## config.mk

```make
export PLATFORM = sky130hd
export DESIGN_NAME = ptag_stride
export DESIGN_NICKNAME = d
export VERILOG_FILES = /design/src/rtl/ptag_pkg.sv /design/src/rtl/ptag_stride.sv
export SDC_FILE = /design/constraint.sdc
export NUM_CORES = 2
export LEC_CHECK = 0
export BUFFER_PORTS_ARGS = -buffer_cell sky130_fd_sc_hd__buf_2
export CAP_MARGIN = 0
export CORE_MARGIN = 4
export CORE_UTILIZATION = 60
export DETAILED_ROUTE_END_ITERATION = 10
export HOLD_SLACK_MARGIN = 0.05
export PLACE_DENSITY_LB_ADDON = 0.12
export SLEW_MARGIN = 25
export SYNTH_ARGS = -nofsm -noshare
export SYNTH_HDL_FRONTEND = slang
export SYNTH_SLANG_ARGS = --single-unit
export TNS_END_PERCENT = 100
```

## constraint.sdc

```tcl
create_clock -name clock -period 24.1 [get_ports clock]
set_input_delay 1.205 -clock clock [delete_from_list [all_inputs] [get_ports clock]]
set_output_delay 1.205 -clock clock [all_outputs]
set_load 0.02 [all_outputs]
```

## src/rtl/ptag_pkg.sv

```systemverilog
// Shared types and constants of the permuted tensor address generator.
package ptag_pkg;

   // Fixed shape of the block
   localparam int unsigned NUM_DIMS    = 4;
   localparam int unsigned MAX_RANK    = 4;
   localparam int unsigned INDEX_BITS  = 16;
   localparam int unsigned OFFSET_BITS = 32;
   localparam int unsigned SIZE_BITS   = 16;
   localparam int unsigned RANK_BITS   = 3;
   localparam int unsigned POS_BITS    = 2;
   localparam int unsigned LAYOUT_BITS = NUM_DIMS * POS_BITS;
   localparam int unsigned CSR_IDX_BITS  = 3;
   localparam int unsigned CSR_DATA_BITS = 16;

   typedef logic [RANK_BITS-1:0]     rank_type;
   typedef logic [POS_BITS-1:0]      pos_type;
   typedef logic [SIZE_BITS-1:0]     size_type;
   typedef logic [INDEX_BITS-1:0]    index_type;
   typedef logic [OFFSET_BITS-1:0]   offset_type;
   typedef logic [LAYOUT_BITS-1:0]   layout_type;
   typedef logic [CSR_DATA_BITS-1:0] csr_data_type;

   // Register indexes of the configuration port
   typedef enum logic [CSR_IDX_BITS-1:0] {
      CSR_RANK   = 3'd0,
      CSR_DIM0   = 3'd1,
      CSR_DIM1   = 3'd2,
      CSR_DIM2   = 3'd3,
      CSR_DIM3   = 3'd4,
      CSR_LAYOUT = 3'd5
   } csr_index_type;

   // Reset values of the registers
   localparam rank_type   RANK_RESET   = 3'd4;
   localparam size_type   SIZE_RESET   = 16'd1;
   localparam layout_type LAYOUT_RESET = 8'd228;

   // Configuration as seen by the datapath; rank is already clamped to 1..MAX_RANK
   typedef struct packed {
      rank_type                  rank;
      size_type [NUM_DIMS-1:0]   size;
      layout_type                layout;
   } cfg_type;

   // Stride modulo 2^OFFSET_BITS plus a flag for an exact value beyond range
   typedef struct packed {
      logic       big;
      offset_type v;
   } stride_type;

   // Stride stage to accumulate stage transfer
   typedef struct packed {
      logic                       valid;
      logic                       bad;
      pos_type    [NUM_DIMS-1:0]  pos;
      index_type  [NUM_DIMS-1:0]  idx;
      stride_type [NUM_DIMS-1:0]  stride;
   } strd_type;

endpackage

```

## src/rtl/ptag_stride.sv

```systemverilog
// Layout decode and physical stride stages (pipeline stages one and two).
module ptag_stride (
   input  logic                                       clock,
   input  logic                                       reset,
   input  logic                                       in_valid,
   input  ptag_pkg::index_type [ptag_pkg::NUM_DIMS-1:0] in_idx,
   input  ptag_pkg::cfg_type                          cfg,
   output ptag_pkg::strd_type                         strd
);

   localparam int unsigned N = ptag_pkg::NUM_DIMS;

   typedef logic [2*ptag_pkg::SIZE_BITS-1:0] prod2_type;
   typedef logic [3*ptag_pkg::SIZE_BITS-1:0] prod3_type;

   // stage one combinational
   ptag_pkg::pos_type   [N-1:0] pos;
   ptag_pkg::size_type  [N-1:0] fac;
   ptag_pkg::index_type [N-1:0] idx_m;
   logic                [N-1:0] seen;
   logic                        bad;
   prod2_type                   m23;

   // stage one registers
   logic                        s1_valid_ff;
   logic                        s1_bad_ff;
   ptag_pkg::pos_type   [N-1:0] s1_pos_ff;
   ptag_pkg::index_type [N-1:0] s1_idx_ff;
   ptag_pkg::size_type          s1_f1_ff;
   ptag_pkg::size_type          s1_f3_ff;
   prod2_type                   s1_m23_ff;

   // stage two
   prod3_type                      m123;
   ptag_pkg::stride_type [N-1:0]   stride_in;
   ptag_pkg::strd_type             s2_ff;

   // Decode the layout map, check it, and gather sizes by physical slot
   always_comb begin
      seen = '0;
      bad  = 1'b0;
      for (int i = 0; i < N; i++) begin
         pos[i] = cfg.layout[i*ptag_pkg::POS_BITS +: ptag_pkg::POS_BITS];
      end
      for (int i = 0; i < N; i++) begin
         if (ptag_pkg::rank_type'(i) < cfg.rank) begin
            if ({1'b0, pos[i]} >= cfg.rank || seen[pos[i]]) begin
               bad = 1'b1;
            end
            seen[pos[i]] = 1'b1;
         end
      end
      for (int q = 0; q < N; q++) begin
         if (ptag_pkg::rank_type'(q) < cfg.rank) begin
            fac[q] = '0;
            for (int k = 0; k < N; k++) begin
               if (ptag_pkg::rank_type'(k) < cfg.rank && pos[k] == ptag_pkg::pos_type'(q)) begin
                  fac[q] = fac[q] | cfg.size[k];
               end
            end
         end else begin
            fac[q] = ptag_pkg::size_type'(1);
         end
      end
      for (int i = 0; i < N; i++) begin
         idx_m[i] = (ptag_pkg::rank_type'(i) < cfg.rank) ? in_idx[i] : '0;
      end
      m23 = prod2_type'(fac[2]) * prod2_type'(fac[3]);
   end

   // Stage one registers
   always_ff @(posedge clock) begin
      if (reset) begin
         s1_valid_ff <= 1'b0;
      end else begin
         s1_valid_ff <= in_valid;
      end
      s1_bad_ff <= bad;
      s1_pos_ff <= pos;
      s1_idx_ff <= idx_m;
      s1_f1_ff  <= fac[1];
      s1_f3_ff  <= fac[3];
      s1_m23_ff <= m23;
   end

   // Finish the stride chain; slot three always has stride one
   always_comb begin
      m123 = prod3_type'(s1_m23_ff) * prod3_type'(s1_f1_ff);
      stride_in[0].v   = m123[ptag_pkg::OFFSET_BITS-1:0];
      stride_in[0].big = |m123[3*ptag_pkg::SIZE_BITS-1:ptag_pkg::OFFSET_BITS];
      stride_in[1].v   = ptag_pkg::offset_type'(s1_m23_ff);
      stride_in[1].big = 1'b0;
      stride_in[2].v   = ptag_pkg::offset_type'(s1_f3_ff);
      stride_in[2].big = 1'b0;
      stride_in[3].v   = ptag_pkg::offset_type'(1);
      stride_in[3].big = 1'b0;
   end

   // Stage two registers
   always_ff @(posedge clock) begin
      if (reset) begin
         s2_ff.valid <= 1'b0;
      end else begin
         s2_ff.valid <= s1_valid_ff;
      end
      s2_ff.bad    <= s1_bad_ff;
      s2_ff.pos    <= s1_pos_ff;
      s2_ff.idx    <= s1_idx_ff;
      s2_ff.stride <= stride_in;
   end

   assign strd = s2_ff;

endmodule

```

==> load_flow_metrics.sql <==
INSERT INTO impl_metrics (metric_group, metric, value, unit) VALUES
('floorplan', 'ios', '348', ''),
('timing', 'timing.final.hold_violations', '0', ''),
('final_layout', 'final_util', '66.5', '%'),
('floorplan', 'dieArea', '58300', 'um^2'),
('setup_path', 'regToRegEndpoint', 'strd[32]', ''),
('setup_path', 'slack_of_the_worst_reg_to_reg_path', '16.02', 'ns'),
('timing', 'slew_headroom', '29.9', '%'),
('setup_path', 'crit_path_end_kind', 'register', ''),
('drt', 'vias', '25100', ''),
('min_path', 'worst_hold_path_type', 'reg -> reg', ''),
('setup_path', 'worst-setup-path-type', 'in -> reg', ''),
('place', 'place_inst', '4386', ''),
('grt', 'first_global_vias', '27100', ''),
('timing', 'max_freq', '103', 'MHz'),
('clock_tree', 'clockRootBuffer', 'clkbuf_16', ''),
('timing', 'hold-worst-slack', '0.325', 'ns'),
('run_status', 'violations', 'DRC', ''),
('place', 'io_buffers', '296', ''),
('timing', 'actual_slew_at_the_worst_max_slew_pin', '1.05', 'ns'),
('final_layout', 'instances_no_fill', '4459', ''),
('setup_path', 'reg2reg_depth', '23', ''),
('clock_tree', 'cts-htree-levels', '2', ''),
('flow_run', 'max-cap-violations', '0', ''),
('clock_tree', 'clkLatencyLatePin', '0.60', 'ns'),
('setup_path', 'worst-endpoint-required', '24.56', 'ns'),
('pwr', 'maximum_vdd_drop', '0.202', 'mV'),
('grt', 'grt_max_degree', '45', ''),
('yosys', 'synth_seq_cells', '293', ''),
('grt', 'grt_antenna_before_repair', '10', ''),
('drt', 'drc_markers', '1', ''),
('timing', 'finalMaxSlewViolations', '0', ''),
('clock_tree', 'post-cts-setup-buffer-count', '0', ''),
('yosys', 'synth-edff-count', '0', ''),
('yosys', 'synth.largest_area_cell', 'fa_1', ''),
('setup_path', 'launch_point_of_the_critical_path', 'cfg[74]', ''),
('grt', 'gr-usage-all-layers', '33.4', '%'),
('drt', 'met2WireLength', '45400', 'um'),
('final_layout', 'post-route-cell-area', '35900', 'um^2'),
('final_layout', 'finalNetCount', '4712', ''),
('floorplan', 'core_region_area', '53900', 'um^2'),
('floorplan', 'num_rows', '85', ''),
('place', 'place_hpwl', '73200', 'um'),
('yosys', 'postSynth.asyncResetShare', '0', '%'),
('drt', 'detail_route.iter0.violations', '1922', ''),
('yosys', 'synthesis.area_per_instance', '9.33', 'um^2'),
('timing', 'fin_tns_setup', '0', 'ns'),
('yosys', 'synth.yosys.warnings', '0', ''),
('run_status', 'run_status', 'finished, violations left', ''),
('grt', 'remaining_global_route_overflow', '0', ''),
('drt', 'dr.max_layer_used', 'met5', ''),
('setup_path', 'timing.critical_path.to', 's1_m23_ff[28]', ''),
('timing', 'layout_worst_path_cycle_share', '40.2', '%'),
('yosys', 'post-synth-top-area-fraction', '37.5', '%'),
('floorplan', 'chipHeight', '241', 'um'),
('clock_tree', 'cts_resized', '0', ''),
('clock_tree', 'path_clk_slew', '0.05', 'ns'),
('drt', 'routed_wire_length_per_instance', '21.3', 'um'),
('clock_tree', 'numClockSinks', '293', ''),
('setup_path', 'timing.rr.start', 's1_m23_ff[10]', ''),
('final_layout', 'final_layout_size_suffix_gt1_share', '11.8', '%'),
('place', 'dpl_cell_area', '34600', 'um^2'),
('min_path', 'hold_depth', '0', ''),
('clock_tree', 'post_cts_hold_buffer_count', '0', ''),
('drt', 'finalWirelength', '94800', 'um'),
('yosys', 'ys_top_cells_by_area', 'fa_1, dfxtp_1, ha_1', ''),
('floorplan', 'floorplan.initialDensity', '60.6', '%'),
('drt', 'vias_per_cell', '5.64', ''),
('pwr', 'power.density_cell_area', '128', 'nW/um^2'),
('clock_tree', 'clockBufferDepth', '3', ''),
('timing', 'setup_viol', '0', ''),
('drt', 'firstDrtPassIters', '11', '');
cells in the mapped netlist (9+ instances only):
master    count
dfxtp_1     293
nor2b_1      50
fa_1        612
and2_1      296
o21bai_1     11
nand2_1     488
inv_1       665
nor3_1       15
a222oi_1     30
clkbuf_1    134
o21ai_0      40
and3_1        9
xor2_1       21
ha_1        230
a221oi_1     10
nor2_1      164
a21oi_1     101
xnor2_1      43
a21o_1       35
a211oi_1     10
buf_4        51
nand3_1      22
a22o_1       15
how the worst min path moves through the flow:
stage	start	to	slack (ns)
after floorplan	s1_idx_ff[0]	strd[132]	0.31
after global placement	s1_idx_ff[34]	strd[166]	0.31
after detailed placement	s1_idx_ff[16]	strd[148]	0.31
after CTS	s1_idx_ff[41]	strd[173]	0.32
after global routing	s1_idx_ff[54]	strd[186]	0.33
final	s1_f3_ff[9]	strd[75]	0.33
final cells by class:
cell class	count	area (um^2)
clock buffer	42	953
antenna	8	20.0
sequential	293	5870
clock inverter	23	290
multi-input combinational	2393	23600
inverter	668	2510
fill	4483	18000
timing repair buffer	336	1780
tap	696	871
registers in the layout, indices dropped and copies added, names as in the netlist:
register     count
s1_bad_ff        1
s1_f1_ff        16
s1_f3_ff        16
s1_idx_ff       64
s1_m23_ff       32
s1_pos_ff        8
s1_valid_ff      1
strd           155
metrics by stage:
stage          setup slack, ns  total power, mW
2_1_floorplan            15.73             2.98
3_3_place_gp             14.20             3.85
3_5_place_dp             13.94             3.94
4_1_cts                  14.43             4.53
5_1_grt                  13.85             4.97
6_report                 14.42             4.58
logic make-up after synthesis:
group	Yosys count	synth area share (%)
XOR/XNOR	64	1.71
buffers and inverters	866	10.6
AO/OA/AOI/OAI	344	7.54
adder cells (fa/ha/maj)	842	46.3
multiplexers	4	0.123
AND/OR/NAND/NOR	1088	15.8
other	2	0.0230
flip-flops	293	17.9
layer usage:
layer / GRT usage, % / up-vias
met3: 6.55 / 244
met5: 0 / -
met2: 55.3 / 1177
met4: 14.8 / 4
met1: 43.2 / 12700
li1: - / 11000
cell usage in the layout (no fill, tap or decap), types with 10 or more instances in the layout:
master     count
xnor2_1       43
nor2b_1       49
o21ai_0       40
dfxtp_1      289
nand3_1       22
inv_1        665
a211oi_1      10
and2_1       296
nand2_1      488
nor3_1        15
nor2_1       163
xor2_1        21
a22o_1        15
buf_2        296
o21bai_1      11
a21oi_1       97
conb_1        51
buf_4         40
ha_1         230
a21o_1        35
clkbuf_16     36
a222oi_1      30
fa_1         612
power by group:
| group | internal, mW | leakage [nW] | total, mW | switching (mW) |
|---|---|---|---|---|
| logic | 1.19 | 14.2 | 3.29 | 2.10 |
| registers | 0.599 | 2.45 | 0.726 | 0.127 |
| clock network | 0.326 | 0.593 | 0.568 | 0.243 |
worst max-delay path, cell delays in order:
cell      delay, ns
buf_2          0.69
or3_1          0.55
and3_1         0.72
nand2_1        0.17
a21oi_1        0.84
nand2_1        0.18
fa_1           0.56
fa_1           0.47
fa_1           0.52
fa_1           0.54
inv_1          0.05
fa_1           0.47
inv_1          0.05
fa_1           0.47
inv_1          0.04
ha_1           0.31
inv_1          0.10
nor2_1         0.05
o21ai_0        0.43
nor3_1         0.26
a221oi_2       0.41
a22oi_1        0.20
nor2b_1        0.19
or3_1          0.32
a21oi_1        0.19
xnor2_1        0.13
No activity file was read; power rests on OpenSTA's default activity.
