===== config.mk =====
export PLATFORM = sky130hd
export DESIGN_NAME = ptag_csr
export DESIGN_NICKNAME = d
export VERILOG_FILES = /design/src/rtl/ptag_pkg.sv /design/src/rtl/ptag_csr.sv
export SDC_FILE = /design/constraint.sdc
export NUM_CORES = 1
export LEC_CHECK = 0
export BUFFER_PORTS_ARGS = -buffer_cell sky130_fd_sc_hd__buf_2
export CAP_MARGIN = 20
export CORE_MARGIN = 2
export CORE_UTILIZATION = 30
export DETAILED_ROUTE_END_ITERATION = 7
export PLACE_DENSITY = 0.5
export SLEW_MARGIN = 5
export SYNTH_ARGS = -nofsm -noshare
export SYNTH_HDL_FRONTEND = slang
export SYNTH_SLANG_ARGS = --single-unit

===== constraint.sdc =====
create_clock -name clock -period 1.2 [get_ports clock]
set_clock_uncertainty 0.05 [all_clocks]
set_input_delay 0.18 -clock clock [delete_from_list [all_inputs] [get_ports clock]]
set_output_delay 0.18 -clock clock [all_outputs]
set_load 0.03 [all_outputs]

===== src/rtl/ptag_pkg.sv =====
// Shared types and constants of the permuted tensor address generator.
package ptag_pkg;

   // Fixed shape of the block
   localparam int unsigned NUM_DIMS    = 4;
   localparam int unsigned MAX_RANK    = 4;
   localparam int unsigned INDEX_BITS  = 16;
   localparam int unsigned OFFSET_BITS = 32;
   localparam int unsigned SIZE_BITS   = 16;
   localparam int unsigned RANK_BITS   = 3;
   localparam int unsigned POS_BITS    = 2;
   localparam int unsigned LAYOUT_BITS = NUM_DIMS * POS_BITS;
   localparam int unsigned CSR_IDX_BITS  = 3;
   localparam int unsigned CSR_DATA_BITS = 16;

   typedef logic [RANK_BITS-1:0]     rank_type;
   typedef logic [POS_BITS-1:0]      pos_type;
   typedef logic [SIZE_BITS-1:0]     size_type;
   typedef logic [INDEX_BITS-1:0]    index_type;
   typedef logic [OFFSET_BITS-1:0]   offset_type;
   typedef logic [LAYOUT_BITS-1:0]   layout_type;
   typedef logic [CSR_DATA_BITS-1:0] csr_data_type;

   // Register indexes of the configuration port
   typedef enum logic [CSR_IDX_BITS-1:0] {
      CSR_RANK   = 3'd0,
      CSR_DIM0   = 3'd1,
      CSR_DIM1   = 3'd2,
      CSR_DIM2   = 3'd3,
      CSR_DIM3   = 3'd4,
      CSR_LAYOUT = 3'd5
   } csr_index_type;

   // Reset values of the registers
   localparam rank_type   RANK_RESET   = 3'd4;
   localparam size_type   SIZE_RESET   = 16'd1;
   localparam layout_type LAYOUT_RESET = 8'd228;

   // Configuration as seen by the datapath; rank is already clamped to 1..MAX_RANK
   typedef struct packed {
      rank_type                  rank;
      size_type [NUM_DIMS-1:0]   size;
      layout_type                layout;
   } cfg_type;

   // Stride modulo 2^OFFSET_BITS plus a flag for an exact value beyond range
   typedef struct packed {
      logic       big;
      offset_type v;
   } stride_type;

   // Stride stage to accumulate stage transfer
   typedef struct packed {
      logic                       valid;
      logic                       bad;
      pos_type    [NUM_DIMS-1:0]  pos;
      index_type  [NUM_DIMS-1:0]  idx;
      stride_type [NUM_DIMS-1:0]  stride;
   } strd_type;

endpackage


===== src/rtl/ptag_csr.sv =====
// Configuration registers of the permuted tensor address generator.
module ptag_csr (
   input  logic                                 clock,
   input  logic                                 reset,
   input  logic                                 csr_valid,
   output logic                                 csr_ready,
   input  logic [ptag_pkg::CSR_IDX_BITS-1:0]    csr_index,
   input  ptag_pkg::csr_data_type               csr_wdata,
   output ptag_pkg::cfg_type                    cfg
);

   ptag_pkg::rank_type                        rank_ff;
   ptag_pkg::rank_type                        rank_in;
   ptag_pkg::size_type [ptag_pkg::NUM_DIMS-1:0] size_ff;
   ptag_pkg::layout_type                      layout_ff;

   // Always take a write
   assign csr_ready = 1'b1;

   // Clamp rank to the supported range
   always_comb begin
      rank_in = csr_wdata[ptag_pkg::RANK_BITS-1:0];
      if (rank_in == '0) begin
         rank_in = ptag_pkg::rank_type'(1);
      end else if (rank_in > ptag_pkg::rank_type'(ptag_pkg::MAX_RANK)) begin
         rank_in = ptag_pkg::rank_type'(ptag_pkg::MAX_RANK);
      end
   end

   // Decode the write transaction
   always_ff @(posedge clock) begin
      if (reset) begin
         rank_ff   <= ptag_pkg::RANK_RESET;
         size_ff   <= {ptag_pkg::NUM_DIMS{ptag_pkg::SIZE_RESET}};
         layout_ff <= ptag_pkg::LAYOUT_RESET;
      end else if (csr_valid) begin
         unique case (ptag_pkg::csr_index_type'(csr_index))
            ptag_pkg::CSR_RANK:   rank_ff    <= rank_in;
            ptag_pkg::CSR_DIM0:   size_ff[0] <= csr_wdata[ptag_pkg::SIZE_BITS-1:0];
            ptag_pkg::CSR_DIM1:   size_ff[1] <= csr_wdata[ptag_pkg::SIZE_BITS-1:0];
            ptag_pkg::CSR_DIM2:   size_ff[2] <= csr_wdata[ptag_pkg::SIZE_BITS-1:0];
            ptag_pkg::CSR_DIM3:   size_ff[3] <= csr_wdata[ptag_pkg::SIZE_BITS-1:0];
            ptag_pkg::CSR_LAYOUT: layout_ff  <= csr_wdata[ptag_pkg::LAYOUT_BITS-1:0];
            default: begin
               // unknown index: drop the write
            end
         endcase
      end
   end

   assign cfg.rank   = rank_ff;
   assign cfg.size   = size_ff;
   assign cfg.layout = layout_ff;

endmodule


==> impl_metrics.csv, run 1 <==
group,metric,value,unit
logic_synthesis,synthesis.area_per_instance,8.59,um^2
clocking,cts_max_path_buffers,2,
pwr,leakagePower,1.57,nW
global_route,grt_pass1_vias,2398,
setup_path,cp_data_required_time,0.97,ns
detailed_routing,totalWireLength,7760,um
floorplanning,effective_utilization_at_floorplan,0.309,
clocking,clk_pin_slew_worst_paths,0.08,ns
placed_design,dp.cells,544,
floorplanning,floorplan.die.height,102,um
logic_synthesis,mappedNetlistNets,354,
layout,finalCoreUtilization,0.405,
worst_hold_path,timing.hold.worst.class,"in2reg",
logic_synthesis,synth_cell_type_count,23,
logic_synthesis,synth_compound_area_frac,0.143,
clocking,cts_made_buffers,9,
global_route,grt_first_pass_wirelength,12200,um
logic_synthesis,synth_fa_ha_area_frac,0,
clocking,post_cts_resized,0,
floorplanning,io_pins,98,
setup_path,worst_path_largest_cell_delay,0.36,ns
setup_path,critical_path_buf_inv_count,1,
worst_hold_path,worstHoldEndpoint,"cfg[66]",
setup_path,worst_setup_path_startpoint,"cfg[56]",
global_route,grt_overflow,0,
layout,finalNonFillerCells,559,
pwr,ir_drop,0.642,mV
detailed_routing,drtAntennaViolNets,0,
timing,hold-worst-slack,0.0618,ns
detailed_routing,num_vias,2500,
detailed_routing,post_drt_via_cell_ratio,4.47,
layout,drive_gt1_frac,0.328,
detailed_routing,drt_first_pass_iters,4,
global_route,grt_max_degree,39,
clocking,post-cts-setup-buffers,0,
worst_hold_path,timing.hold.worst.start,"csr_wdata[10]",
setup_path,critPathKind,"reg2out",
floorplanning,chipWidth,102,um
timing,finalWorstPathRequiredPeriod,1.14,ns
setup_path,r2r_cells,2,
global_route,antenna_violations_before_repair,0,
floorplanning,core_area,0.00924,mm^2
setup_path,worst_path_dominant_cell_family,"flip-flops",
timing,fin_tns_setup,0,ns
clocking,worst_skew_pair.late_latency,0.33,ns
setup_path,cp_max_fo,2,
setup_path,worst_reg_to_reg_setup_slack,0.46,ns
run,drv_cap,0,
layout,area_delta_synth_final,31.1,%
logic_synthesis,muxShareOfSynthArea,0.0140,
placed_design,dp_hpwl,5530,um
placed_design,gp_congestion,0.724,
logic_synthesis,seq_area_frac_synth,0.526,
logic_synthesis,synthesis.area,0.00285,mm^2
setup_path,cp-end-kind,"primary output",
setup_path,crit_path_start_kind,"flip-flop",
setup_path,cp_cell_sequence,"buf_2",
logic_synthesis,yosysWarningCount,0,
logic_synthesis,post_synthesis_register_bit_count,75,
clocking,htreeDepth,3,
pwr,power.total,5.60,mW
layout,number_of_diodes,0,
detailed_routing,drt-wirelength-per-cell,13.9,um
pwr,powerDensity,1500,mW/mm^2
layout,final_layout_net_count,448,
worst_hold_path,worstHoldPathCells,3,
clocking,cts_tree,"done",
logic_synthesis,post_synth_inst_count,332,
clocking,cts_hold_buffers,0,
logic_synthesis,synth-simple-area-share,0.246,
setup_path,timing.critical_path.arrival,0.91,ns
logic_synthesis,yosys.area_share.xor_xnor,0,
timing,maxClockFrequency,878,MHz
timing,final_setup_fails,0,
setup_path,slowest_stage,"sky130_fd_sc_hd__dfxtp_1",
logic_synthesis,synth_top_family_by_area,"simple AND/OR/NAND/NOR gates",
timing,post_route_clock_period_utilization,0.949,
timing,rsz_0062_raised_after_global_routing,"false",
clocking,cts_root_buf,"sky130_fd_sc_hd__clkbuf_8",
timing,slew_viol_final,0,
floorplanning,placementRows,35,
detailed_routing,detailedRoute.firstIterationViolations,68,
clocking,clock_sinks,75,
setup_path,rr_startpoint,"cfg[56]",
setup_path,worstReg2RegEnd,"cfg[56]",
status,run_status,"finished clean",
global_route,globalRouteTotalUtil,0.156,
floorplanning,die_area,0.0103,mm^2
timing,timing.final.hold_violations,0,
placed_design,portBuffers,96,
detailed_routing,remaining_drc_errors,0,
[cell type report]
type / count / area [um^2]
well taps: 129 / 161
fillers: 968 / 5500
clock inverters: 5 / 125
clock buffers: 10 / 138
flip-flops and latches: 75 / 1500
repair buffers: 110 / 661
multi-input cells: 230 / 1150
[cells in the final DEF (no fill, tap or decap)]
cell | Yosys | routed
sky130_fd_sc_hd__o21ai_0 | 1 | 1
sky130_fd_sc_hd__nand4b_1 | 1 | 1
sky130_fd_sc_hd__clkbuf_8 | 0 | 10
sky130_fd_sc_hd__mux2i_1 | 4 | 4
sky130_fd_sc_hd__nor4b_4 | 1 | 1
sky130_fd_sc_hd__conb_1 | 1 | 1
sky130_fd_sc_hd__a21oi_1 | 56 | 56
sky130_fd_sc_hd__nand2b_1 | 3 | 3
sky130_fd_sc_hd__buf_4 | 5 | 8
sky130_fd_sc_hd__nand4b_4 | 1 | 1
sky130_fd_sc_hd__clkinv_2 | 0 | 1
sky130_fd_sc_hd__nand3_1 | 1 | 1
sky130_fd_sc_hd__buf_12 | 0 | 6
sky130_fd_sc_hd__bufinv_16 | 0 | 4
sky130_fd_sc_hd__and4b_1 | 1 | 1
sky130_fd_sc_hd__a21oi_2 | 14 | 14
sky130_fd_sc_hd__nand2_1 | 120 | 120
sky130_fd_sc_hd__nor3_1 | 9 | 9
sky130_fd_sc_hd__buf_2 | 5 | 96
sky130_fd_sc_hd__and4bb_1 | 3 | 3
sky130_fd_sc_hd__nand3b_1 | 1 | 1
sky130_fd_sc_hd__dfxtp_1 | 75 | 75
sky130_fd_sc_hd__nor2_1 | 10 | 10
sky130_fd_sc_hd__nand4bb_1 | 3 | 3
[worst max path at each step]
stage	end	slack, ns	depth (start not counted)
after CTS	cfg[8]	0.03	1
final	cfg[56]	0.06	1
after global placement	cfg[8]	0.03	5
after floorplan	cfg[14]	0.1	5
after global routing	cfg[44]	0.01	1
after detailed placement	cfg[24]	0.02	5
[worst reg2reg max path, cell delays in order (launching register included)]
cell                      delay, ns
sky130_fd_sc_hd__dfxtp_1       0.33
sky130_fd_sc_hd__nor3_1        0.19
sky130_fd_sc_hd__a21oi_1       0.05
[cells in the mapped netlist, drive strengths merged]
master     n  area share
and4bb     3       0.013
o21ai      1      0.0018
conb       1      0.0013
dfxtp     75        0.53
nand2    120        0.16
mux2i      4       0.014
clkbuf     8       0.011
buf       19       0.059
nand3      1      0.0018
nand4bb    3       0.012
nor2      10       0.013
nor4b      1      0.0083
a21oi     70        0.14
nand4b     2       0.011
nor3       9       0.016
nand2b     3      0.0066
and4b      1      0.0035
nand3b     1      0.0026
[kinds of logic (layout without fill, tap and decap cells)]
family,count (synthesis),count (layout)
compound gates,71,71
flops,75,75
mux,4,4
simple gates,154,154
other cells,1,1
buf+inv,27,125
[per-stage QoR]
stage | setup WS (ns) | cell area (um^2)
2_1_floorplan | 0.0992 | 2850
3_3_place_gp | 0.0308 | 3480
3_5_place_dp | 0.0180 | 3480
4_1_cts | 0.0261 | 3740
5_1_grt | 0.0125 | 3740
6_report | 0.0606 | 3740
[registers in the layout, summed over array words and instances (netlist names)]
name	cells
layout_ff	8
rank_ff	3
cfg	64
[power breakdown]
group          total [mW]  switching [mW]  internal (mW)  leakage [nW]
Clock                2.55           0.917           1.63         0.132
Sequential           2.57          0.0271           2.54         0.607
Combinational       0.478           0.325          0.154         0.832
[layer usage]
layer / GRT usage / part of all wire / up-vias
met4: 0.0655 / 0.015 / 0
li1: - / - / 1274
met3: 0.0311 / 0.041 / 8
met1: 0.200 / 0.48 / 1158
met5: 0 / 0 / -
met2: 0.254 / 0.47 / 60
Note: power is estimated with default switching activity, not from simulation.
==> inputs of run 2 (changes only) <==
- SETUP_SLACK_MARGIN: default -> 0.4
==> impl_metrics.csv, run 2 (synthesis gave the netlist of run 1 again) <==
group,metric,value,unit
floorplanning,core_area,0.00924,mm^2
clocking,htreeDepth,3,
global_route,antenna_violations_before_repair,0,
layout,number_of_diodes,0,
detailed_routing,detailedRoute.firstIterationViolations,73,
layout,number_of_flip_flops_under_the_largest_register_name,64,
setup_path,critical_path_buf_inv_count,1,
floorplanning,effective_utilization_at_floorplan,0.309,
setup_path,critPathKind,"reg2out",
detailed_routing,drt_first_pass_iters,4,
global_route,groute.layer.met1.usage,0.236,
layout,drive_gt1_frac,0.736,
setup_path,worst_path_dominant_cell_family,"flip-flops",
timing,post_route_clock_period_utilization,0.902,
pwr,logic_pwr_share,0.153,
timing,final_setup_fails,0,
pwr,leakagePower,2.25,nW
floorplanning,placementRows,35,
detailed_routing,totalWireLength,9770,um
clocking,cts_made_buffers,9,
global_route,grt_pass1_vias,2650,
layout,final_layout_net_count,491,
clocking,clock_sinks,75,
run,drv_cap,0,
setup_path,crit_path_start_kind,"flip-flop",
timing,slew_viol_final,0,
pwr,power.total,5.24,mW
pwr,p_int,3.83,mW
worst_hold_path,timing.hold.worst.start,"csr_wdata[8]",
placed_design,placement.cell_area,0.00357,mm^2
setup_path,worst_path_largest_cell_delay,0.37,ns
global_route,globalRoute.busiestLayer,"met2",
clocking,cts_tree,"done",
clocking,cts_max_path_buffers,2,
setup_path,cp_data_required_time,0.97,ns
global_route,grt_max_degree,29,
setup_path,timing.critical_path.arrival,0.85,ns
clocking,cts_hold_buffers,0,
global_route,grt_overflow,0,
layout,final_cell_mix,"sky130_fd_sc_hd__nand2_1, sky130_fd_sc_hd__buf_6, sky130_fd_sc_hd__dfxtp_2",
global_route,grt_first_pass_wirelength,14200,um
detailed_routing,remaining_drc_errors,0,
floorplanning,io_pins,98,
pwr,clkPwrFrac,0.353,
setup_path,worst_setup_path_startpoint,"cfg[23]",
pwr,powerDensity,982,mW/mm^2
timing,fin_tns_setup,0,ns
detailed_routing,drtAntennaViolNets,0,
floorplanning,die_area,0.0103,mm^2
global_route,globalRouteMet2Util,0.303,
placed_design,gp_congestion,0.779,
clocking,clk_pin_slew_worst_paths,0.08,ns
timing,rsz_0062_raised_after_global_routing,"true",
placed_design,dp_hpwl,5850,um
pwr,ir_drop,0.714,mV
layout,area_delta_synth_final,87.0,%
layout,design_area,0.00534,mm^2
pwr,sw_frac_of_total,0.270,
setup_path,cp_max_fo,2,
timing,finalWorstPathRequiredPeriod,1.08,ns
clocking,cts_root_buf,"sky130_fd_sc_hd__clkbuf_8",
setup_path,cp-end-kind,"primary output",
setup_path,rr_startpoint,"cfg[31]",
global_route,globalRouteTotalUtil,0.184,
status,run_status,"finished clean",
clocking,worst_skew_pair.late_latency,0.34,ns
timing,maxClockFrequency,924,MHz
pwr,p_switching,1.41,mW
detailed_routing,post_drt_via_cell_ratio,4.67,
detailed_routing,num_vias,2813,
pwr,pwr-share-seq,0.494,
detailed_routing,drt-wirelength-per-cell,16.2,um
placed_design,portBuffers,96,
global_route,groute.layer.met3.usage,0.0497,
floorplanning,floorplan.die.height,102,um
setup_path,cp_cell_sequence,"buf_6",
setup_path,slowest_stage,"sky130_fd_sc_hd__dfxtp_2",
floorplanning,chipWidth,102,um
worst_hold_path,timing.hold.worst.class,"in2reg",
timing,timing.final.hold_violations,0,
==> run 2: changes by cell type in the layout (fill, tap and decap cells not counted), sizes merged <==
| cell | change |
|---|---|
| buf | +40 |
| bufinv | -4 |
| clkbuf | +6 |
| clkinv | +1 |
| clkinvlp | +1 |
==> run 2: area by class of cell <==
cell class / count / area, um^2
Clock inverter: 3 / 21.3
Multi-Input combinational cell: 230 / 1660
Timing Repair Buffer: 153 / 1730
Clock buffer: 13 / 169
Tap cell: 129 / 161
Sequential cell: 75 / 1600
Fill cell: 800 / 3910
==> run 2: per-layer routing <==
layer  share of wire  vias up
met1            0.43     1364
li1                -     1368
met4           0.016        0
met3           0.040       13
met5               0        -
met2            0.51       68
==> run 2: repair_timing <==
item,CTS,global route
endpoints found under the setup margin,134,131
pin swaps,10,58
setup buffers,18,17
cloned,4,3
resized for setup,250,112
==> run 2: worst paths after layout <==
kind,endpoint,slack (ns),depth (start not counted)
worst max-delay path,cfg[23],0.12,1
worst max register to register,cfg[31],0.34,4
worst min-delay path,cfg[16],0.05,3
worst min register to register,cfg[54],0.41,2
==> run 2: per-stage QoR <==
| stage | hold slack (ns) | std cells | worst slack, ns | util |
|---|---|---|---|---|
| finish | 0.0513 | 603 | 0.118 | 0.577 |
| floorplan | 0.257 | 332 | 0.128 | - |
| global route | 0.0323 | 603 | 0.0957 | 0.577 |
| global placement | 0.388 | 545 | -0.0535 | 0.386 |
| detailed placement | 0.392 | 545 | -0.0850 | 0.386 |
| CTS | 0.0310 | 583 | 0.105 | 0.510 |
==> run 2: worst register-to-register path, delay by kind of cell, from the launching register on <==
family          cells  cell delay, ns
buf+inv             2            0.25
simple gates        1            0.05
compound gates      1            0.06
flops               1            0.34
==> run 2: power by group through the flow <==
stage | sequential [mW] | combinational (mW) | clock (mW)
6_report | 2.59 | 0.800 | 1.85
5_1_grt | 2.59 | 0.846 | 2.02
3_3_place_gp | 2.63 | 0.514 | 0
4_1_cts | 2.59 | 0.664 | 1.92
2_1_floorplan | 2.73 | 0.241 | 0
3_5_place_dp | 2.63 | 0.521 | 0
